<file path="config.mk">
export PLATFORM = sky130hd
export DESIGN_NAME = qdn_bit_step
export DESIGN_NICKNAME = d
export VERILOG_FILES = /design/src/rtl/qdn_pkg.sv /design/src/rtl/qdn_bit_step.sv
export SDC_FILE = /design/constraint.sdc
export NUM_CORES = 2
export LEC_CHECK = 0
export BUFFER_PORTS_ARGS = -buffer_cell sky130_fd_sc_hd__buf_2
export CAP_MARGIN = 5
export CORE_ASPECT_RATIO = 1.75
export CORE_UTILIZATION = 35
export CTS_CLUSTER_DIAMETER = 50
export DETAILED_ROUTE_END_ITERATION = 8
export MAX_ROUTING_LAYER = met4
export PLACE_DENSITY = 0.49
export REMOVE_ABC_BUFFERS = 1
export SLEW_MARGIN = 25
export SYNTH_ARGS = -nofsm -noshare
export SYNTH_HDL_FRONTEND = slang
export SYNTH_SLANG_ARGS = --single-unit
</file>
<file path="constraint.sdc">
create_clock -name clk -period 8.8 [get_ports clk]
set_clock_uncertainty 0.05 [all_clocks]
set_input_delay 1.76 -clock clk [delete_from_list [all_inputs] [get_ports clk]]
set_output_delay 1.76 -clock clk [all_outputs]
set_load 0.02 [all_outputs]
</file>
<file path="src/rtl/qdn_pkg.sv">
// Shared types, widths and helpers for the quad downsample / normal renormalize block.
// Used by every module under rtl; depends on nothing else.
`default_nettype none

package qdn_pkg;

    localparam int NUM_TEXELS = 4;
    localparam int NUM_CHAN   = 4;
    localparam int NUM_RGB    = 3;
    localparam int CHAN_W     = 8;
    localparam int TEXEL_W    = NUM_CHAN * CHAN_W;
    localparam int IN_W       = NUM_TEXELS * TEXEL_W;
    localparam int OUT_W      = NUM_CHAN * CHAN_W;
    localparam int SUM_W      = CHAN_W + 2;
    localparam int SQ_W       = 2 * CHAN_W;
    localparam int LEN_W      = SQ_W + 2;
    localparam int RHS_W      = 32;
    localparam int LHS_W      = SQ_W + LEN_W;
    localparam int KBITS      = CHAN_W;

    // 255 * 255, scale of the squared right-hand side
    localparam logic [SQ_W:0] RHS_SCALE = 17'd65025;

    // First probe bit of the result search
    localparam logic [CHAN_W-1:0] PROBE_FIRST = 8'h80;

    // Configuration register map
    localparam int APB_ADDR_W = 2;
    localparam int APB_DATA_W = 32;
    localparam logic [APB_ADDR_W-1:0] REG_NORMALIZE_ADDR = 2'd0;

    typedef logic [NUM_TEXELS-1:0][TEXEL_W-1:0] quad_t;
    typedef logic [NUM_CHAN-1:0][CHAN_W-1:0]    texel_t;

    // Payload that travels through the length and search stages
    typedef struct packed {
        logic                                norm;
        texel_t                              avg;
        logic [NUM_RGB-1:0]                  s_neg;
        logic [LEN_W-1:0]                    len_sq;
        logic [NUM_RGB-1:0][RHS_W-1:0]       rhs;
        logic [NUM_RGB-1:0][CHAN_W-1:0]      k;
        logic [CHAN_W-1:0]                   probe;
    } work_t;

    // Magnitude of 2v - 255, always odd
    function automatic logic [CHAN_W-1:0] odd_mag(input logic [CHAN_W-1:0] v);
        return {(v[CHAN_W-1] ? v[CHAN_W-2:0] : ~v[CHAN_W-2:0]), 1'b1};
    endfunction

endpackage

`default_nettype wire

</file>
<file path="src/rtl/qdn_bit_step.sv">
// One bit of the result search: try the probe bit on each RGB channel and
// keep it if (2k-255)*sqrt(S) <= 255*s holds. Two register stages; uses qdn_pkg.
`default_nettype none

module qdn_bit_step
    import qdn_pkg::*;
(
    input  wire logic  clk,
    input  wire logic  rst_n,
    input  wire logic  adv,
    input  wire logic  in_valid,
    input  wire work_t in_work,
    output logic       out_valid,
    output work_t      out_work
);

    logic                           a_valid_reg;
    logic                           a_valid_next;
    work_t                          a_work_reg;
    logic [NUM_RGB-1:0][CHAN_W-1:0] a_cand_reg;
    logic [NUM_RGB-1:0][CHAN_W-1:0] a_cand_next;
    logic [NUM_RGB-1:0][SQ_W-1:0]   a_tsq_reg;
    logic [NUM_RGB-1:0][SQ_W-1:0]   a_tsq_next;

    logic                           b_valid_reg;
    logic                           b_valid_next;
    work_t                          b_work_reg;
    work_t                          b_work_next;

    // Form the candidate and square |2k - 255|
    always_comb
    begin
        logic [CHAN_W-1:0] tm;
        a_valid_next = in_valid;
        for (int c = 0; c < NUM_RGB; c++)
        begin
            a_cand_next[c] = in_work.k[c] | in_work.probe;
            tm             = odd_mag(a_cand_next[c]);
            a_tsq_next[c]  = SQ_W'(tm) * SQ_W'(tm);
        end
    end

    // Compare t^2 * S with u^2 under the signs of t and s
    always_comb
    begin
        logic [LHS_W-1:0] lhs;
        logic [LHS_W-1:0] rhs;
        logic             t_pos;
        logic             fits;
        b_valid_next = a_valid_reg;
        b_work_next  = a_work_reg;
        for (int c = 0; c < NUM_RGB; c++)
        begin
            lhs   = LHS_W'(a_tsq_reg[c]) * LHS_W'(a_work_reg.len_sq);
            rhs   = LHS_W'(a_work_reg.rhs[c]);
            t_pos = a_cand_reg[c][CHAN_W-1];
            if (t_pos)
            begin
                fits = ~a_work_reg.s_neg[c] && (lhs <= rhs);
            end
            else
            begin
                fits = ~a_work_reg.s_neg[c] || (lhs >= rhs);
            end
            b_work_next.k[c] = fits ? a_cand_reg[c] : a_work_reg.k[c];
        end
        b_work_next.probe = a_work_reg.probe >> 1;
    end

    // Advance valids
    always_ff @(posedge clk or negedge rst_n)
    begin
        if (!rst_n)
        begin
            a_valid_reg <= 1'b0;
            b_valid_reg <= 1'b0;
        end
        else if (adv)
        begin
            a_valid_reg <= a_valid_next;
            b_valid_reg <= b_valid_next;
        end
    end

    // Advance payload
    always_ff @(posedge clk)
    begin
        if (adv)
        begin
            a_work_reg <= in_work;
            a_cand_reg <= a_cand_next;
            a_tsq_reg  <= a_tsq_next;
            b_work_reg <= b_work_next;
        end
    end

    assign out_valid = b_valid_reg;
    assign out_work  = b_work_reg;

endmodule

`default_nettype wire

</file>
==> results.ini <==
[die]
rows=179
coreArea_mm2=0.136
initial_utilization=0.352
dieHeight_um=491
die_area_mm2=0.138
num_io_pins=369
die_w_um=281

[synthesis]
synth.avg_cell_area_um2=10.5
synth.most_common_cell=inv_1
synth_area_leader_cell=fa_1
synth.distinct_cells=79
synth_edf_count=428
syn_inst=4542
synth_commonest_cells=inv_1, fa_1, ha_1
synth_ff_type=edfxtp_1
synth-seq-cells=430
synthArstFlopShare=0.00465
syn_area_mm2=0.0478
ys_warn_count=0
synth.top_cell.area_share=0.289
yosysSeqAreaShare=0.270
synth.area.top_cells=fa_1, edfxtp_1, ha_1, inv_1, and2_1

[run_status]
status=finished, final reports clean

[grt]
grt_antenna_before_repair=7
gr-usage-all-layers=0.189
grt_remaining_overflow=0
grt_pass1_vias=35927
grt_max_degree=143
grt_pass1_wl_mm=195

[worst_setup_path]
worst_r2r_path_depth=34
slowest_delay_ps=530
cp-end-kind=register
worst_path_most_repeated_cell=fa_1
path_class=reg2reg
cp_max_fo=7
startpoint_type=register
arrival_ps=8890
rr_startpoint=a_work_reg[135]$_DFFE_PP_
cp_slowest_cell=fa_1
r2r_slack_ps=280
crit_required_ps=9170
r2r-end=out_work[10]$_DFFE_PP_

[final_layout]
drive_above_1_share=0.179
post-route-util=0.421
nets=6578
syn2layout_area_growth_pct=19.5
fillers=13374

[place]
routabilityCongestion=0.843
hpwl_mm=101
io_buffers=367
dp_slack_ps=-181

[route]
firstDrtPassIters=7
vias_per_cell=4.73
wl_mm=126
remaining_drc_errors=0
ant_nets=0
initialDrtViolationCount=1305
wl_per_cell_um=18.0
vias=33226

[sta]
period_share=0.968
rsz0062_at_grt=true
setup_ws_ps=284
finalHoldViolations=0
min_period_ps=8520
drv_slew=0
fmaxAchievable_mhz=117
setup_viol=0
whs_ps=366
relSlewSlack=0.378
worst_pin_slew_ps=933

[cts]
path_clk_slew_ps=70
clock-sinks=430
cts_tree=done
cts_made_buffers=56
htreeDepth=2
cts_root_buffer=clkbuf_16
clk_latency_ps=680
cts.path.max_buffers=3
holdBufCountCts=0

[worst_hold_path]
hold_depth=0
hold_end=out_work[171]$_DFFE_PP_
min_from=a_work_reg[171]$_DFFE_PP_
hold_path.class=reg2reg

[run]
drv_cap=0

## metal layers
metal | share of wire | GRT usage | vias to the layer above
li1 | - | - | 15535
met2 | 0.54 | 0.350 | 620
met3 | 0.040 | 0.0221 | 178
met1 | 0.38 | 0.208 | 16893
met5 | 0 | - | -
met4 | 0.034 | 0.0581 | 0
## layout by cell type, fill, tap and decap left out, types with 63 or more instances in the layout
master / synthesis / final
inv_1: 1010 / 1006
fa_1: 690 / 682
ha_1: 534 / 516
nand2_1: 456 / 452
edfxtp_1: 428 / 428
and2_1: 401 / 397
buf_2: 1 / 366
buf_4: 1 / 284
nor2_1: 161 / 159
xnor2_1: 112 / 112
a21oi_1: 123 / 103
clkbuf_16: 0 / 63
## through the flow
step                      std cells  instance area, um^2  TNS, ps
final                          7031                57100        0
after global routing           7031                57100    -1440
after CTS                      6956                55800        0
after detailed placement       6847                53800    -2080
after global placement         6847                53800    -1780
after floorplan                4400                47200    -1700
## worst max-delay path by stage
stage | slack (ps) | end | start
4_1_cts | 2 | out_work[22]$_DFFE_PP_ | a_tsq_reg[22]$_DFFE_PP_
3_5_place_dp | -180 | out_work[18]$_DFFE_PP_ | a_tsq_reg[22]$_DFFE_PP_
2_1_floorplan | -240 | out_work[16]$_DFFE_PP_ | a_work_reg[142]$_DFFE_PP_
6_report | 280 | out_work[10]$_DFFE_PP_ | a_work_reg[135]$_DFFE_PP_
3_3_place_gp | -190 | out_work[9]$_DFFE_PP_ | a_work_reg[137]$_DFFE_PP_
5_1_grt | -150 | out_work[20]$_DFFE_PP_ | a_work_reg[135]$_DFFE_PP_
## layout make-up
class / instances / area, um^2 / share of cell area
Multi-Input combinational cell: 2960 / 31100 / 0.545
Clock inverter: 46 / 512 / 0.00896
Antenna cell: 6 / 15.0 / 0.000263
Inverter: 1010 / 3790 / 0.0664
Timing Repair Buffer: 710 / 5070 / 0.0889
Clock buffer: 59 / 1410 / 0.0247
Tap cell: 1810 / 2260 / 0.0397
Sequential cell: 430 / 12900 / 0.226
## worst max-delay path: cells and delay by family (launching register included)
family,cells,cell delay (ps)
buffers and inverters,11,1280
muxes,1,270
adders and majority gates,8,3480
and+or+nand+nor,6,1030
AOI/OAI and AO/OA,7,1580
DFF,1,410
xor gates and xnor gates,1,150
## cells by family after synthesis
group | share of synthesized area
simple gates | 0.120
flops | 0.270
other cells | 0.0000785
compound gates | 0.0551
mux | 0.00686
xor+xnor | 0.0288
fa+ha+maj | 0.429
buf+inv | 0.0908
## what timing repair did
| item | in CTS | in global routing |
|---|---|---|
| resized for setup | 7 | 133 |
| pin swaps | 2 | 96 |
| setup endpoints to repair | 14 | 23 |
| cloned | 0 | 7 |
| setup buffers | 4 | 63 |
Power is left out: the tool's default activity adds up to more than one toggle a clock period on the data nets, which glitch-free logic cannot reach.
