## config.mk

```make
export PLATFORM = sky130hd
export DESIGN_NAME = qdn_avg
export DESIGN_NICKNAME = d
export VERILOG_FILES = /design/src/rtl/qdn_pkg.sv /design/src/rtl/qdn_avg.sv
export SDC_FILE = /design/constraint.sdc
export NUM_CORES = 1
export LEC_CHECK = 0
export BUFFER_PORTS_ARGS = -buffer_cell sky130_fd_sc_hd__buf_2
export CAP_MARGIN = 25
export CORE_MARGIN = 2
export CORE_UTILIZATION = 35
export DETAILED_ROUTE_END_ITERATION = 8
export HOLD_SLACK_MARGIN = 0.03
export PLACE_DENSITY_LB_ADDON = 0.08
export SLEW_MARGIN = 20
export SYNTH_ARGS = -nofsm -noshare
export SYNTH_HDL_FRONTEND = slang
export SYNTH_SLANG_ARGS = --single-unit
```

## constraint.sdc

```tcl
create_clock -name clk -period 1.5 [get_ports clk]
set_input_delay 0.225 -clock clk [delete_from_list [all_inputs] [get_ports clk]]
set_output_delay 0.225 -clock clk [all_outputs]
set_load 0.03 [all_outputs]
```

## src/rtl/qdn_pkg.sv

```systemverilog
// Shared types, widths and helpers for the quad downsample / normal renormalize block.
// Used by every module under rtl; depends on nothing else.
`default_nettype none

package qdn_pkg;

    localparam int NUM_TEXELS = 4;
    localparam int NUM_CHAN   = 4;
    localparam int NUM_RGB    = 3;
    localparam int CHAN_W     = 8;
    localparam int TEXEL_W    = NUM_CHAN * CHAN_W;
    localparam int IN_W       = NUM_TEXELS * TEXEL_W;
    localparam int OUT_W      = NUM_CHAN * CHAN_W;
    localparam int SUM_W      = CHAN_W + 2;
    localparam int SQ_W       = 2 * CHAN_W;
    localparam int LEN_W      = SQ_W + 2;
    localparam int RHS_W      = 32;
    localparam int LHS_W      = SQ_W + LEN_W;
    localparam int KBITS      = CHAN_W;

    // 255 * 255, scale of the squared right-hand side
    localparam logic [SQ_W:0] RHS_SCALE = 17'd65025;

    // First probe bit of the result search
    localparam logic [CHAN_W-1:0] PROBE_FIRST = 8'h80;

    // Configuration register map
    localparam int APB_ADDR_W = 2;
    localparam int APB_DATA_W = 32;
    localparam logic [APB_ADDR_W-1:0] REG_NORMALIZE_ADDR = 2'd0;

    typedef logic [NUM_TEXELS-1:0][TEXEL_W-1:0] quad_t;
    typedef logic [NUM_CHAN-1:0][CHAN_W-1:0]    texel_t;

    // Payload that travels through the length and search stages
    typedef struct packed {
        logic                                norm;
        texel_t                              avg;
        logic [NUM_RGB-1:0]                  s_neg;
        logic [LEN_W-1:0]                    len_sq;
        logic [NUM_RGB-1:0][RHS_W-1:0]       rhs;
        logic [NUM_RGB-1:0][CHAN_W-1:0]      k;
        logic [CHAN_W-1:0]                   probe;
    } work_t;

    // Magnitude of 2v - 255, always odd
    function automatic logic [CHAN_W-1:0] odd_mag(input logic [CHAN_W-1:0] v);
        return {(v[CHAN_W-1] ? v[CHAN_W-2:0] : ~v[CHAN_W-2:0]), 1'b1};
    endfunction

endpackage

`default_nettype wire

```

## src/rtl/qdn_avg.sv

```systemverilog
// Average stage: per-channel truncated mean of the four texels of a quad.
// Depends on qdn_pkg.
`default_nettype none

module qdn_avg
    import qdn_pkg::*;
(
    input  wire logic   clk,
    input  wire logic   rst_n,
    input  wire logic   adv,
    input  wire logic   in_valid,
    input  wire quad_t  in_quad,
    input  wire logic   in_norm,
    output logic        out_valid,
    output texel_t      out_avg,
    output logic        out_norm
);

    logic   valid_reg;
    logic   valid_next;
    texel_t avg_reg;
    texel_t avg_next;
    logic   norm_reg;
    logic   norm_next;

    // Sum the four values of each channel and drop two bits
    always_comb
    begin
        logic [SUM_W-1:0] sum;
        valid_next = in_valid;
        norm_next  = in_norm;
        for (int c = 0; c < NUM_CHAN; c++)
        begin
            sum = '0;
            for (int q = 0; q < NUM_TEXELS; q++)
            begin
                sum = sum + SUM_W'(in_quad[q][CHAN_W*c +: CHAN_W]);
            end
            avg_next[c] = sum[SUM_W-1:2];
        end
    end

    // Advance valid
    always_ff @(posedge clk or negedge rst_n)
    begin
        if (!rst_n)
        begin
            valid_reg <= 1'b0;
        end
        else if (adv)
        begin
            valid_reg <= valid_next;
        end
    end

    // Advance payload
    always_ff @(posedge clk)
    begin
        if (adv)
        begin
            avg_reg  <= avg_next;
            norm_reg <= norm_next;
        end
    end

    assign out_valid = valid_reg;
    assign out_avg   = avg_reg;
    assign out_norm  = norm_reg;

endmodule

`default_nettype wire

```

==> results.tsv <==
metric	value	unit
critical_path.startpoint_type	primary input	
count_of_vias_placed_by_the_detailed_router	3717	
synthTopCellsByArea	sky130_fd_sc_hd__fa_1, sky130_fd_sc_hd__edfxtp_1, sky130_fd_sc_hd__inv_1, sky130_fd_sc_hd__ha_1, sky130_fd_sc_hd__nor2_1	
cts_sinks	34	
power.leakage	3.46	nW
grt_pass1_wl	16.2	mm
dieWidth	115	µm
drt-vias-per-instance	4.39	
critical_path_arrival	2670	ps
min_delay_path_class	primary input to register	
detailedRoute.firstIterationViolations	106	
fin_hold_ws	132	ps
synth_area_leader_cell	sky130_fd_sc_hd__fa_1	
vdd_drop_max	429	µV
overflow	0	
ys_seq_elements	34	
synth_edf_count	33	
detail_route.wirelength	9.44	mm
met3RoutedLength	462	µm
status	complete, but fails checks	
htree_num_levels	2	
setup_viol	32	
timing.setup.critical_path_class	primary input to register	
area_of_the_placeable_core	0.0120	mm²
cts_buffers	5	
cts_tree	done	
tightest_slew	404	ps
detailroute.wirelength.met2	5.00	mm
postLayoutSetupSlackWorst	-1020	ps
placedInstanceArea	0.00599	mm²
synthToLayoutAreaGrowth	50.4	%
synth.top_cell.area_share	0.296	
grt_setup_unrepaired	yes	
groute.usage.overall	0.150	
timing.setup.tns	-25350	ps
min_period_over_period	1.68	
final.setup_skew	0	ps
bufs_on_longest_clock_path	2	
leading_register_cell_type_out_of_synthesis	sky130_fd_sc_hd__edfxtp_1	
design.portCount	167	
final_layout_size_suffix_gt1_frac	0.460	
filler_cell_count	1129	
final_cell_area	0.00650	mm²
detail-route-antenna-nets	0	
post-dp-hpwl	8.19	mm
drv_cap	0	
maxUsedRoutingLayer	met4	
synth_warnings	0	
critical_path.max_stage_delay	550	ps
clock-root-buffer	sky130_fd_sc_hd__clkbuf_16	
clkSlewWorstSetupHoldPaths	60	ps
maximum_net_fanout_on_the_critical_path	4	
chipHeight	115	µm
port_buffers	166	
floorplan.die_area	0.0133	mm²
power_density	1260	mW/mm²
pin_count_of_the_biggest_net_entering_global_routing	16	
synth.lib_cells_used.distinct	41	
crit_required	1640	ps
floorplan.initialDensity	0.360	
fmaxAchievable	0.396	GHz
violations	setup timing	
asyncSetResetFlopFracSynth	0.0294	
num_rows	40	
post-route-drc-count	0	
grt_antenna_before_repair	0	
synth.cell_area	0.00432	mm²
timing.critical_path.buf_inv	3	
met1_length	3.93	mm
avgSynthCellArea	9.22	µm²
final_period_minus_worst_setup_slack	2520	ps
wirelength_per_cell	11.1	µm
drt-pass1-iter-count	4	
synth_seq_area_share	0.235	
syn_nets	694	
crit_slowest_cell	sky130_fd_sc_hd__fa_1	
preCtsSetupSlack	-1430	ps
final_hold_viol_count	0	
antenna_cells	0	
first_global_vias	3767	
final_core_utilization	0.541	
place_congestion	0.794	
clk_latency	270	ps
crit_path_cell_trace	buf_6 -> inv_2 -> fa_1 -> fa_1 -> inv_2 -> ha_4 -> and4b_1 -> o31a_1 -> or4_1 -> nand4_1	
slew_headroom	0.731	
drv_slew	0	
postSynthCellCount	469	
finish.net_count	924	
worst_path_top_cell_family_by_delay	adder cells	
worstSetupEndpointType	register	
-- metrics by stage --
stage          std cells  power (W)
6_report             847    0.00821
5_1_grt              847    0.00895
4_1_cts              846    0.00816
3_5_place_dp         835    0.00676
3_3_place_gp         835    0.00668
2_1_floorplan        469    0.00505
-- worst paths after layout --
path	startpoint	endpoint	slack (ps)	cells past startpoint
max in group asynchronous	rst_n	out_valid	1130	2
setup / recovery	in_quad[18]	out_avg[22]	-1020	10
hold reg to reg	out_valid	out_valid	540	1
min in group asynchronous	rst_n	out_valid	280	2
setup reg to reg	out_valid	out_valid	730	1
hold / removal	in_norm	out_norm	130	1
-- sequential cells by signal (all words and copies together), names as in the netlist --
| register | count |
|---|---|
| out_valid | 1 |
| out_norm | 1 |
| out_avg | 32 |
-- layer usage --
layer  GRT usage  up-vias
met1       0.181     1723
met5           0        -
met4      0.0217        0
met3      0.0227        5
met2       0.285       93
li1            -     1896
-- cell type report --
| type | count | area, µm² | share of cell area |
|---|---|---|---|
| multi-input cells | 249 | 2960 | 0.455 |
| repair buffers | 227 | 1460 | 0.224 |
| flip-flops and latches | 34 | 1020 | 0.156 |
| inverters | 182 | 751 | 0.115 |
| well taps | 147 | 184 | 0.0283 |
| clock buffers | 6 | 129 | 0.0198 |
| clock inverters | 2 | 8.76 | 0.00135 |
-- report_power, final --
group	leakage (nW)	internal (W)	total, W	switching, W
clock	0.0683	0.000606	0.000974	0.000368
combinational	3.05	0.00260	0.00556	0.00297
sequential	0.335	0.00158	0.00167	0.0000935
total	3.46	0.00478	0.00821	0.00343
-- synthesized netlist by cell type (3+ instances only) --
library cell / n
sky130_fd_sc_hd__nor2_1: 30
sky130_fd_sc_hd__a21boi_0: 4
sky130_fd_sc_hd__nand2b_1: 4
sky130_fd_sc_hd__a21o_1: 8
sky130_fd_sc_hd__fa_1: 64
sky130_fd_sc_hd__nand3_1: 3
sky130_fd_sc_hd__and4b_1: 4
sky130_fd_sc_hd__xnor2_1: 6
sky130_fd_sc_hd__o21ai_0: 14
sky130_fd_sc_hd__a21oi_1: 14
sky130_fd_sc_hd__edfxtp_1: 33
sky130_fd_sc_hd__xor2_1: 4
sky130_fd_sc_hd__nand2_1: 11
sky130_fd_sc_hd__or4_1: 3
sky130_fd_sc_hd__o21a_1: 7
sky130_fd_sc_hd__o31ai_1: 5
sky130_fd_sc_hd__inv_1: 182
sky130_fd_sc_hd__nor3_1: 4
sky130_fd_sc_hd__a211oi_1: 6
sky130_fd_sc_hd__clkbuf_1: 3
sky130_fd_sc_hd__o31a_1: 3
sky130_fd_sc_hd__ha_1: 28
sky130_fd_sc_hd__nor2b_1: 4
-- repair_timing --
action,in CTS,in global routing
pin swaps,46,15
setup buffers,2,3
endpoints found under the hold margin,1,0
gates resized for setup,69,25
hold buffers,1,0
endpoints found under the setup margin,32,32
-- layout by cell type (no fill, tap or decap), types with 4 or more instances in the layout --
cell                        instances
sky130_fd_sc_hd__a21oi_2            7
sky130_fd_sc_hd__a21o_1             8
sky130_fd_sc_hd__edfxtp_1          33
sky130_fd_sc_hd__buf_8              4
sky130_fd_sc_hd__nor3_1             4
sky130_fd_sc_hd__clkbuf_16          5
sky130_fd_sc_hd__ha_1              18
sky130_fd_sc_hd__inv_8              8
sky130_fd_sc_hd__fa_2              10
sky130_fd_sc_hd__o21ai_0           10
sky130_fd_sc_hd__nor2_1            22
sky130_fd_sc_hd__a21oi_1            7
sky130_fd_sc_hd__a211oi_2           6
sky130_fd_sc_hd__inv_2             16
sky130_fd_sc_hd__ha_4              10
sky130_fd_sc_hd__buf_6             22
sky130_fd_sc_hd__inv_1            155
sky130_fd_sc_hd__nor2b_1            4
sky130_fd_sc_hd__xnor2_1            6
sky130_fd_sc_hd__nand2_1            8
sky130_fd_sc_hd__nand2b_1           4
sky130_fd_sc_hd__fa_1              54
sky130_fd_sc_hd__buf_2            150
sky130_fd_sc_hd__nor2_2             8
sky130_fd_sc_hd__o21a_1             7
sky130_fd_sc_hd__buf_4             49
sky130_fd_sc_hd__a21boi_2           4
-- cells by family after synthesis --
| family | after synthesis | synth area share |
|---|---|---|
| mux | 4 | 0.00984 |
| buf+inv | 186 | 0.162 |
| flops | 34 | 0.235 |
| compound gates | 74 | 0.116 |
| fa+ha+maj | 92 | 0.377 |
| xor+xnor | 10 | 0.0203 |
| simple gates | 69 | 0.0799 |
Power figures use the tool's default switching activity.
