## src/rtl/qdn_pkg.sv

```systemverilog
// Shared types, widths and helpers for the quad downsample / normal renormalize block.
// Used by every module under rtl; depends on nothing else.
`default_nettype none

package qdn_pkg;

    localparam int NUM_TEXELS = 4;
    localparam int NUM_CHAN   = 4;
    localparam int NUM_RGB    = 3;
    localparam int CHAN_W     = 8;
    localparam int TEXEL_W    = NUM_CHAN * CHAN_W;
    localparam int IN_W       = NUM_TEXELS * TEXEL_W;
    localparam int OUT_W      = NUM_CHAN * CHAN_W;
    localparam int SUM_W      = CHAN_W + 2;
    localparam int SQ_W       = 2 * CHAN_W;
    localparam int LEN_W      = SQ_W + 2;
    localparam int RHS_W      = 32;
    localparam int LHS_W      = SQ_W + LEN_W;
    localparam int KBITS      = CHAN_W;

    // 255 * 255, scale of the squared right-hand side
    localparam logic [SQ_W:0] RHS_SCALE = 17'd65025;

    // First probe bit of the result search
    localparam logic [CHAN_W-1:0] PROBE_FIRST = 8'h80;

    // Configuration register map
    localparam int APB_ADDR_W = 2;
    localparam int APB_DATA_W = 32;
    localparam logic [APB_ADDR_W-1:0] REG_NORMALIZE_ADDR = 2'd0;

    typedef logic [NUM_TEXELS-1:0][TEXEL_W-1:0] quad_t;
    typedef logic [NUM_CHAN-1:0][CHAN_W-1:0]    texel_t;

    // Payload that travels through the length and search stages
    typedef struct packed {
        logic                                norm;
        texel_t                              avg;
        logic [NUM_RGB-1:0]                  s_neg;
        logic [LEN_W-1:0]                    len_sq;
        logic [NUM_RGB-1:0][RHS_W-1:0]       rhs;
        logic [NUM_RGB-1:0][CHAN_W-1:0]      k;
        logic [CHAN_W-1:0]                   probe;
    } work_t;

    // Magnitude of 2v - 255, always odd
    function automatic logic [CHAN_W-1:0] odd_mag(input logic [CHAN_W-1:0] v);
        return {(v[CHAN_W-1] ? v[CHAN_W-2:0] : ~v[CHAN_W-2:0]), 1'b1};
    endfunction

endpackage

`default_nettype wire

```

## src/rtl/qdn_out.sv

```systemverilog
// Output stage: picks plain or renormalized RGB, holds the result in an output
// register backed by a skid register. Depends on qdn_pkg.
`default_nettype none

module qdn_out
    import qdn_pkg::*;
(
    input  wire logic              clk,
    input  wire logic              rst_n,
    input  wire logic              in_valid,
    input  wire work_t             in_work,
    output logic                   adv,
    output logic                   m_tvalid,
    input  wire logic              m_tready,
    output logic [OUT_W-1:0]       m_tdata
);

    logic       out_valid_reg;
    logic       out_valid_next;
    texel_t     out_data_reg;
    texel_t     out_data_next;
    logic       skid_valid_reg;
    logic       skid_valid_next;
    texel_t     skid_data_reg;
    texel_t     skid_data_next;
    texel_t     result;
    logic       take;
    logic       in_take;

    // Select the result texel
    always_comb
    begin
        result = in_work.avg;
        if (in_work.norm)
        begin
            for (int c = 0; c < NUM_RGB; c++)
            begin
                result[c] = in_work.k[c];
            end
        end
    end

    assign adv     = ~skid_valid_reg;
    assign take    = out_valid_reg & m_tready;
    assign in_take = in_valid & adv;

    // Refill the output register from skid, then from the pipeline
    always_comb
    begin
        out_valid_next  = out_valid_reg;
        out_data_next   = out_data_reg;
        skid_valid_next = skid_valid_reg;
        skid_data_next  = skid_data_reg;
        if (skid_valid_reg)
        begin
            if (take)
            begin
                out_data_next   = skid_data_reg;
                skid_valid_next = 1'b0;
            end
        end
        else if (in_take)
        begin
            if (!out_valid_reg || take)
            begin
                out_data_next  = result;
                out_valid_next = 1'b1;
            end
            else
            begin
                skid_data_next  = result;
                skid_valid_next = 1'b1;
            end
        end
        else if (take)
        begin
            out_valid_next = 1'b0;
        end
    end

    // Hold control state
    always_ff @(posedge clk or negedge rst_n)
    begin
        if (!rst_n)
        begin
            out_valid_reg  <= 1'b0;
            skid_valid_reg <= 1'b0;
        end
        else
        begin
            out_valid_reg  <= out_valid_next;
            skid_valid_reg <= skid_valid_next;
        end
    end

    // Hold payload
    always_ff @(posedge clk)
    begin
        out_data_reg  <= out_data_next;
        skid_data_reg <= skid_data_next;
    end

    assign m_tvalid = out_valid_reg;
    assign m_tdata  = out_data_reg;

endmodule

`default_nettype wire

```

## config.mk

```make
export PLATFORM = sky130hd
export DESIGN_NAME = qdn_out
export DESIGN_NICKNAME = d
export VERILOG_FILES = /design/src/rtl/qdn_pkg.sv /design/src/rtl/qdn_out.sv
export SDC_FILE = /design/constraint.sdc
export NUM_CORES = 1
export LEC_CHECK = 0
export ABC_AREA = 1
export BUFFER_PORTS_ARGS = -buffer_cell sky130_fd_sc_hd__buf_2
export CORE_MARGIN = 2
export CORE_UTILIZATION = 44
export CTS_CLUSTER_DIAMETER = 120
export DETAILED_ROUTE_END_ITERATION = 10
export PLACE_DENSITY_LB_ADDON = 0.15
export SLEW_MARGIN = 20
export SYNTH_ARGS = -nofsm -noshare
export SYNTH_HDL_FRONTEND = slang
export SYNTH_SLANG_ARGS = --single-unit
```

## constraint.sdc

```tcl
create_clock -name clk -period 4.5 [get_ports clk]
set_input_delay 0.45 -clock clk [delete_from_list [all_inputs] [get_ports clk]]
set_output_delay 0.45 -clock clk [all_outputs]
set_load 0.01 [all_outputs]
```

==> run summary, run 1 <==
RSZ-0062 raised after global routing - false
IO buf count - 94
Post-DP HPWL - 4290 microns
Initial core utilization - 45.1%
CTS clk-pin slew, worst paths - 0.07 ns
Pwr per Cell Area - 536 nW/um^2
Wirelength, routed - 6530 microns
Mapped Area - 3050 sq um
Crit path buf inv count - 2
Row count - 30
CTS Sinks - 66
Tot GR Track Use - 18.8%
Synth unique cells - 14
Clk buf depth - 2
Post-route DRC - 0
Core footprint - 6760 sq um
Grt total ovfl - 0
Starting DRT DRC Count - 153
Syn Area/Cell - 9.93 sq um
# diodes - 0
Hold WS - 0.301 ns
Layout Area Growth over Synthesis - 21.6%
Max-Slew Margin vs Limit - 37.4%
Via count - 2189
DR pass1 iterations - 4
Chip height - 87.2 microns
Post-layout net count - 588
Post_cts resized - 0
Leakage dissipation - 1.81 nW
Seq/Total Area, Yosys - 64.7%
Period minus WS final - 2.30 ns
First-pass GRT wire length - 10300 microns
Largest net degree at the start of global routing - 36
Clock root buffer - clkbuf_8
Finish-stage setup viols - 0
Final period util - 51.0%
# IOs - 220
Worst EP arrival - 2.25 ns
Slowest-stage cell, CP - nor2_4
Max-cap violations - 0
Vias in the first global route - 2203
Final GP Congestion - 0.781
Total Neg Setup Slack - 0 ns
CTS tree - done
CP Capture Type - flop
Routed len/inst - 13.4 microns
CP Class - flop to flop
Max-slew violations - 0
Yosys warns - 0
Die area - 7610 sq um
Status - completed
Die Wd - 87.2 microns
Initial antenna violation count - 0
Max frequency - 436 MHz
Hold Path Class - input port to flop
Post-Syn Instances - 307
Syn nets - 493
Fin Clk Skew - 0.00688 ns
Post-DR vias/cell - 4.50
Synth area leader - edfxtp_1
CP Cell Sequence - buf_4 -> inv_4 -> nand2_2 -> nor2_4
Post-placement cell area - 3520 sq um
Post-route ant nets - 0
Worst path top cell family by delay - simple AND/OR/NAND/NOR gates
Data required, critical path - 4.45 ns
Register bit total from synthesis - 66
Critical Path Start Type - flop
Most area-consuming cells after synthesis - edfxtp_1, nand2_1, inv_1
Biggest cell delay along the critical path - 0.73 ns
CP Max Fanout - 35
CTS buffer count - 9
Top cell type's share of synthesized area - 63.0%
Post-route cell area - 3710 sq um
H-tree lvl count - 3
Max IR drop VDD - 0.482 mV
Ratio of cells with drive above 1 in the final layout - 27.6%
Final hold violations - 0
Worst-Margin Slew - 0.936 ns
Clock latency on the worst-skew pair - 0.33 ns
==> Yosys cell counts, drive strengths merged <==
cell type	number
nand2	126
edfxtp	64
inv	51
and2	25
nand3	25
buf	12
dfrtp	2
nor2	1
o21ai	1
==> routing by layer <==
layer  wire [microns]  global-route usage [%]  part of all wire (%)  vias to the layer above
li1                 -                       -                     -                     1148
met3              394                    4.45                   6.0                       14
met4              176                    10.1                   2.7                        0
met1             2680                    21.3                    41                      953
met2             3290                    32.5                    50                       74
met5                0                       0                     0                        -
==> kinds of logic after synthesis <==
family | share of synthesized area, %
flip-flops | 64.7
buffers and inverters | 10.2
AO/OA/AOI/OAI | 0.164
AND/OR/NAND/NOR | 24.9
==> where the power goes <==
part / internal, mW / switching (mW) / total (mW)
logic: 0.186 / 0.385 / 0.571
registers: 0.911 / 0.0500 / 0.961
clock network: 0.249 / 0.206 / 0.455
==> worst paths after layout <==
check	start	end	slack (ns)	cells past startpoint
worst max register to register	skid_valid_reg$_DFF_PN0_	skid_data_reg[15]$_DFFE_PP_	2.20	4
worst max-delay path	skid_valid_reg$_DFF_PN0_	skid_data_reg[15]$_DFFE_PP_	2.20	4
worst min register to register	skid_data_reg[0]$_DFFE_PP_	m_tdata[0]$_DFFE_PP_	0.51	2
min in group asynchronous	rst_n	m_tvalid$_DFFE_PN0P_	0.43	2
max in group asynchronous	rst_n	skid_valid_reg$_DFF_PN0_	3.98	2
worst min-delay path	in_work[177]	skid_data_reg[28]$_DFFE_PP_	0.30	1
==> placed cells by master, fill, tap and decap left out, types with 2 or more instances in the layout <==
cell type,instances
and2_1,24
buf_2,94
clkbuf_1,2
clkbuf_8,9
clkinv_2,2
dfrtp_1,2
edfxtp_1,64
inv_1,49
nand2_1,125
nand3_1,25
==> cell type report <==
| type | instances | area [sq um] |
|---|---|---|
| Clock buffer | 11 | 131 |
| Clock inverter | 4 | 43.8 |
| Fill cell | 633 | 3050 |
| Inverter | 51 | 199 |
| Multi-Input combinational cell | 178 | 774 |
| Sequential cell | 66 | 1970 |
| Tap cell | 80 | 100 |
| Timing Repair Buffer | 96 | 488 |
==> through the flow <==
step	power (mW)	setup WS, ns	utilization [%]	cells
global route	2.11	2.04	54.9	486
global placement	1.55	2.20	52.1	470
CTS	2.02	2.16	54.9	486
finish	1.99	2.20	54.9	486
floorplan	1.33	2.07	-	307
detailed placement	1.56	2.15	52.1	470
==> timing repair <==
action / CTS / global route
setup buffers: 0 / 0
hold buffers: 1 / 0
hold endpoints to repair: 2 / 0
endpoints found under the setup margin: 0 / 0
Note: power is estimated with default switching activity, not from simulation.
==> run 2, diff against run 1 <==
ABC_AREA = 0   (was 1)
CORE_UTILIZATION = 36   (was 44)
clock period = 2 ns   (was 4.5 ns; I/O delays follow)
==> run 2 against run 1 <==
Net effect: critical path depth fell by 1; core utilization fell by 7.0 points; power rose by 130%; sequential share of layout area rose by 0.13 points; fmax rose by 55%; final area fell by 0.24%; clock power rose by 130%; largest cell class unchanged; wire length fell by 20%; via count fell by 28%; worst hold slack got worse by 0.25 ns; register-to-register slack got worse by 1.7 ns; clock skew fell by 0.0024 ns.
==> run summary, run 2 <==
Post-synth ARST share - 3.03% (unchanged)
Clk buf depth - 2 (unchanged)
Post-placement cell area - 3500 sq um (was 3520 sq um)
Synth Area in XOR/XNOR - 0% (unchanged)
Row count - 32 (was 30)
Synth unique cells - 16 (was 14)
Post-synthesis compound-gate area fraction - 0.828% (was 0.164%)
Post-route DRC - 0 (unchanged)
Chip height - 93.3 microns (was 87.2 microns)
Clock latency on the worst-skew pair - 0.33 ns (about the same)
CTS clk-pin slew, worst paths - 0.07 ns (about the same)
Synth area leader - edfxtp_1 (unchanged)
Tot GR Track Use - 12.8% (was 18.8%)
Post-Syn Instances - 138 (was 307)
Adder-cell area share of the yosys netlist - 0% (unchanged)
Largest net degree at the start of global routing - 25 (was 36)
Max-slew violations - 0 (unchanged)
Largest family of logic cells by synthesized area - multiplexers (was simple AND/OR/NAND/NOR gates)
Yosys warns - 0 (unchanged)
Post-synth EDFFs - 64 (unchanged)
Register area - 1970 sq um (unchanged)
CP Max Fanout - 16 (was 35)
Wirelength, routed - 5230 microns (was 6530 microns)
Max-Slew Margin vs Limit - 81.4% (was 37.4%)
Post-Layout Cell Count - 353 (was 486)
Seq/Total Area, Yosys - 68.7% (was 64.7%)
First-pass GRT wire length - 8110 microns (was 10300 microns)
CTS buffer count - 9 (unchanged)
# IOs - 220 (unchanged)
Syn Area/Cell - 20.8 sq um (was 9.93 sq um)
Primary FF master, synth - edfxtp_1 (unchanged)
Initial core utilization - 37.2% (was 45.1%)
Final hold violations - 0 (unchanged)
Pwr per Cell Area - 1260 nW/um^2 (was 536 nW/um^2)
Fin Clk Skew - 0.00447 ns (was 0.00688 ns)
Die Wd - 93.3 microns (was 87.2 microns)
Vias in the first global route - 1631 (was 2203)
Via count - 1568 (was 2189)
Final period util - 74.1% (was 51.0%)
Die area - 8710 sq um (was 7610 sq um)
Max-cap violations - 0 (unchanged)
Top cell type's share of synthesized area - 66.9% (was 63.0%)
Layout Area Growth over Synthesis - 28.8% (was 21.6%)
Post-DP HPWL - 3700 microns (was 4290 microns)
Commonest non-fill, non-tap cells in the layout - buf_2, edfxtp_1, mux2_4 (was nand2_1, buf_2, edfxtp_1)
Place WS - 0.509 ns (was 2.15 ns)
DR pass1 iterations - 4 (unchanged)
Most area-consuming cells after synthesis - edfxtp_1, mux2_4, mux2_2 (was edfxtp_1, nand2_1, inv_1)
Finish-stage setup viols - 0 (unchanged)
H-tree lvl count - 3 (unchanged)
Post-route cell area - 3700 sq um (was 3710 sq um)
CP Capture Type - flop (unchanged)
Hold Path Class - input port to flop (unchanged)
Worst EP arrival - 1.50 ns (was 2.25 ns)
Starting DRT DRC Count - 42 (was 153)
Critical Path Start Type - flop (unchanged)
Most frequent cell after synthesis - edfxtp_1 (was nand2_1)
Ratio of cells with drive above 1 in the final layout - 69.7% (was 27.6%)
Dpl cells - 336 (was 470)
Initial antenna violation count - 0 (unchanged)
Grt total ovfl - 0 (unchanged)
Mapped Area - 2870 sq um (was 3050 sq um)
Post-route ant nets - 0 (unchanged)
IO buf count - 94 (unchanged)
Worst-Margin Slew - 0.279 ns (was 0.936 ns)
Multiplexer share of the synthesized area - 27.2% (was 0%)
Post-DR vias/cell - 4.44 (was 4.50)
Leading cell type in the layout, fill and taps excluded - buf_2 (was nand2_1)
RSZ-0062 raised after global routing - false (unchanged)
Max frequency - 675 MHz (was 436 MHz)
Period minus WS final - 1.48 ns (was 2.30 ns)
Final GP Congestion - 0.694 (was 0.781)
Worst Slack Setup Final - 0.519 ns (was 2.20 ns)
Simple-gate share of the synthesized area - 0.741% (was 24.9%)
Register bit total from synthesis - 66 (unchanged)
Clock root buffer - clkbuf_8 (unchanged)
Multi-input gate area - 855 sq um (was 774 sq um)
Post_cts resized - 0 (unchanged)
Routed len/inst - 14.8 microns (was 13.4 microns)
CTS Sinks - 66 (unchanged)
Status - completed (unchanged)
CTS Hold Bufs - 1 (unchanged)
Max IR drop VDD - 0.493 mV (was 0.482 mV)
Post-layout net count - 432 (was 588)
Data required, critical path - 2.02 ns (was 4.45 ns)
Core footprint - 7730 sq um (was 6760 sq um)
Total Neg Setup Slack - 0 ns (unchanged)
# diodes - 0 (unchanged)
Syn nets - 324 (was 493)
Postcts setup bufs - 0 (unchanged)
Leakage dissipation - 1.56 nW (was 1.81 nW)
CP Class - flop to flop (unchanged)
Commonest cells in the netlist - edfxtp_1, mux2_4, mux2_2, buf_2 (was nand2_1, edfxtp_1, inv_1, and2_1, nand3_1)
CTS tree - done (unchanged)
FILL cells - 715 (was 633)
run 2: final timing paths:
kind                                           from                          end  slack, ns  depth (start not counted)
setup / recovery           skid_valid_reg$_DFF_PN0_   skid_data_reg[4]$_DFFE_PP_       0.52                          3
hold / removal                         in_work[180]  skid_data_reg[31]$_DFFE_PP_       0.05                          1
setup reg to reg           skid_valid_reg$_DFF_PN0_   skid_data_reg[4]$_DFFE_PP_       0.52                          3
hold reg to reg                m_tvalid$_DFFE_PN0P_     skid_valid_reg$_DFF_PN0_       0.51                          1
max in group asynchronous                     rst_n     skid_valid_reg$_DFF_PN0_       1.73                          2
min in group asynchronous                     rst_n         m_tvalid$_DFFE_PN0P_       0.18                          2
run 2: per-layer routing:
layer  up-vias  global-route usage, %  part of all wire (%)
met4         0                   5.88                   1.7
met1       726                   15.5                    44
li1        756                      -                     -
met5         -                      0                     0
met3        10                   6.04                   9.9
met2        76                   19.2                    44
run 2: power breakdown:
group | switching, mW | internal, mW | leakage, nW
clock network | 0.488 | 0.567 | 0.0974
logic | 0.750 | 0.724 | 0.845
registers | 0.0999 | 2.02 | 0.620
total | 1.34 | 3.31 | 1.56
run 2: cell families (layout without fill, tap and decap cells):
logic type	after synthesis	in the layout
buf+inv	8	121
compound gates	4	4
mux	56	56
flops	66	66
simple gates	4	4
run 2: worst max-delay path: stages, from the launching register on:
cell,delay (ns)
dfrtp_1,0.45
nand2b_1,0.26
nor3_4,0.16
buf_4,0.28
run 2: layout make-up:
| type | instances | area share, % |
|---|---|---|
| Clock buffer | 10 | 3.45 |
| Clock inverter | 6 | 1.56 |
| Inverter | 2 | 0.203 |
| Multi-Input combinational cell | 64 | 23.1 |
| Sequential cell | 66 | 53.3 |
| Tap cell | 102 | 3.45 |
| Timing Repair Buffer | 103 | 14.9 |
run 2: stage by stage:
| step | util [%] | hold WS [ns] | total power, mW |
|---|---|---|---|
| floorplan | - | -0.0956 | 3.08 |
| global placement | 45.4 | -0.0142 | 3.63 |
| detailed placement | 45.4 | -0.0118 | 3.66 |
| CTS | 47.9 | 0.0354 | 4.73 |
| global route | 47.9 | 0.0295 | 4.94 |
| finish | 47.9 | 0.0534 | 4.65 |
==> run 3, diff against run 2 <==
ABC_AREA = 1   (was 0)
CORE_UTILIZATION = 37   (was 36)
clock period = 1.3 ns   (was 2 ns; I/O delays follow)
==> run 3 against run 2 <==
Net effect: non-clock buffer count up 14; register-to-register slack got worse by 0.49 ns; count of clock-buffer cells in the layout down 1; final area rose by 8.3%; clock skew up 0.0031 ns; first-iteration DRC count up 140%; global-route usage increased by 2.3 points; highest routed layer unchanged.
==> run summary, run 3 (synthesis gave the netlist of run 1 again) <==
First-pass GRT wire length - 9870 microns (was 8110 microns)
Starting DRT DRC Count - 99 (was 42)
Worst Slack Setup Final - 0.0238 ns (was 0.519 ns)
Final hold violations - 0 (unchanged)
Biggest cell delay along the critical path - 0.47 ns (was 0.45 ns)
Register area - 1970 sq um (about the same)
Tot GR Track Use - 15.1% (was 12.8%)
Final GP Congestion - 0.713 (was 0.694)
Crit path buf inv count - 2 (was 1)
Post-route DRC - 0 (unchanged)
CTS buffer count - 9 (unchanged)
Hold path start - m_tready (was in_work[180])
Max IR drop VDD - 0.585 mV (was 0.493 mV)
Clk buf depth - 2 (unchanged)
Post-route ant nets - 0 (unchanged)
Initial core utilization - 37.7% (was 37.2%)
Leakage dissipation - 1.93 nW (was 1.56 nW)
Final period util - 98.2% (was 74.1%)
Largest net degree at the start of global routing - 25 (unchanged)
Fin Clk Skew - 0.00758 ns (was 0.00447 ns)
Worst-Margin Slew - 0.224 ns (was 0.279 ns)
Data required, critical path - 1.36 ns (was 2.02 ns)
CP Max Fanout - 18 (was 16)
Place WS - -0.0671 ns (was 0.509 ns)
Routed len/inst - 11.9 microns (was 14.8 microns)
H-tree lvl count - 3 (unchanged)
Worst EP arrival - 1.33 ns (was 1.50 ns)
Max frequency - 784 MHz (was 675 MHz)
Post-layout net count - 609 (was 432)
Crit path from - skid_valid_reg$_DFF_PN0_ (unchanged)
Reg2reg start - skid_valid_reg$_DFF_PN0_ (unchanged)
CP Class - flop to flop (unchanged)
Max-cap violations - 0 (unchanged)
IO buf count - 94 (unchanged)
CTS Sinks - 66 (unchanged)
Clock latency on the worst-skew pair - 0.35 ns (was 0.33 ns)
Clock root buffer - clkbuf_8 (unchanged)
Chip height - 94.8 microns (was 93.3 microns)
Period minus WS final - 1.28 ns (was 1.48 ns)
Pwr per Cell Area - 1790 nW/um^2 (was 1260 nW/um^2)
Vias in the first global route - 2060 (was 1631)
Finish-stage setup viols - 0 (unchanged)
Critical Path Start Type - flop (unchanged)
CTS clk-pin slew, worst paths - 0.08 ns (was 0.07 ns)
Layout Area Growth over Synthesis - 31.3% (was 28.8%)
Core footprint - 8090 sq um (was 7730 sq um)
Post-Layout Cell Count - 533 (was 353)
Status - completed (unchanged)
Post-DR vias/cell - 4.22 (was 4.44)
CTS tree - done (unchanged)
CP Cell Sequence - inv_8 -> nand2_4 -> nand2_2 -> and2_4 -> buf_12 (was nand2b_1 -> nor3_4 -> buf_4)
Total Neg Setup Slack - 0 ns (unchanged)
Worst path top cell family by delay - flip-flops (unchanged)
Die Wd - 94.8 microns (was 93.3 microns)
Row count - 33 (was 32)
Flop2flop setup slack - 0.02 ns (was 0.52 ns)
RSZ-0062 raised after global routing - true (was false)
Hold Path Class - input port to flop (unchanged)
# diodes - 0 (unchanged)
Max-slew violations - 0 (unchanged)
Slowest-stage cell, CP - dfrtp_2 (was dfrtp_1)
Grt total ovfl - 0 (unchanged)
Dpl cells - 506 (was 336)
Ratio of cells with drive above 1 in the final layout - 30.6% (was 69.7%)
# IOs - 220 (unchanged)
Via count - 2250 (was 1568)
Max-Slew Margin vs Limit - 85.1% (was 81.4%)
Wirelength, routed - 6330 microns (was 5230 microns)
FILL cells - 820 (was 715)
Leading cell type in the layout, fill and taps excluded - nand2_1 (was buf_2)
Commonest non-fill, non-tap cells in the layout - nand2_1, buf_2, edfxtp_1 (was buf_2, edfxtp_1, mux2_4)
Multi-input gate area - 783 sq um (was 855 sq um)
Die area - 8980 sq um (was 8710 sq um)
DR pass1 iterations - 4 (unchanged)
Post-DP HPWL - 4360 microns (was 3700 microns)
Initial antenna violation count - 0 (unchanged)
CP Capture Type - flop (unchanged)
## run 3: cell count changes in the layout (fill, tap and decap cells not counted), sizes merged, moves of 2 or more
cell	change
mux2	-56
buf	+6
nand3	+25
inv	+50
a21oi	-2
nand2	+125
and2	+25
clkinvlp	+2
dlygate4sd3	+8
## run 3: repair_timing
| item | CTS | global route |
|---|---|---|
| buffers inserted | 1 | 1 |
| endpoints found under the hold margin | 10 | 0 |
| hold buffers | 9 | 0 |
| endpoints found under the setup margin | 34 | 33 |
| gates resized for setup | 5 | 1 |
## run 3: final timing paths
path                            cells after the start                       end
worst max-delay path                                5     m_tdata[18]$_DFFE_PP_
worst min register to register                      2     m_tdata[16]$_DFFE_PP_
worst max register to register                      5     m_tdata[18]$_DFFE_PP_
max in group asynchronous                           2  skid_valid_reg$_DFF_PN0_
min in group asynchronous                           2      m_tvalid$_DFFE_PN0P_
worst min-delay path                                4  skid_valid_reg$_DFF_PN0_
## run 3: per-layer routing
layer	track usage, %	share of wire [%]	vias to the layer above
met3	3.59	6.5	12
met2	22.2	43	73
met4	7.97	2.3	0
met1	20.7	48	968
met5	0	0	-
li1	-	-	1197
## run 3: power by group
| group | internal [mW] | total, mW | leakage, nW | switching, mW |
|---|---|---|---|---|
| registers | 3.14 | 3.33 | 0.619 | 0.186 |
| clock network | 0.703 | 1.56 | 0.0858 | 0.858 |
| logic | 0.969 | 2.30 | 1.23 | 1.33 |
## run 3: final cells by class
type	instances	share of cell area [%]
multi-input combinational	178	19.6
sequential	66	49.3
clock buffer	9	3.09
tap	105	3.28
inverter	51	5.09
timing repair buffer	117	18.3
clock inverter	7	1.37
## run 3: tightest hold or removal path, delay by kind of cell
kind                   cells  cell delay [ns]
AOI/OAI and AO/OA          1             0.07
buffers and inverters      1             0.09
and+or+nand+nor            2             0.08
## run 3: stage by stage
| stage | power, mW | area (sq um) | utilization, % | hold WS [ns] |
|---|---|---|---|---|
| after floorplan | 4.66 | 3070 | - | -0.166 |
| after global placement | 5.58 | 3700 | 45.7 | -0.0810 |
| after detailed placement | 5.61 | 3700 | 45.7 | -0.0788 |
| after CTS | 7.29 | 4000 | 49.4 | 0.0584 |
| after global routing | 7.68 | 4010 | 49.5 | 0.0753 |
| final | 7.19 | 4010 | 49.5 | 0.0659 |
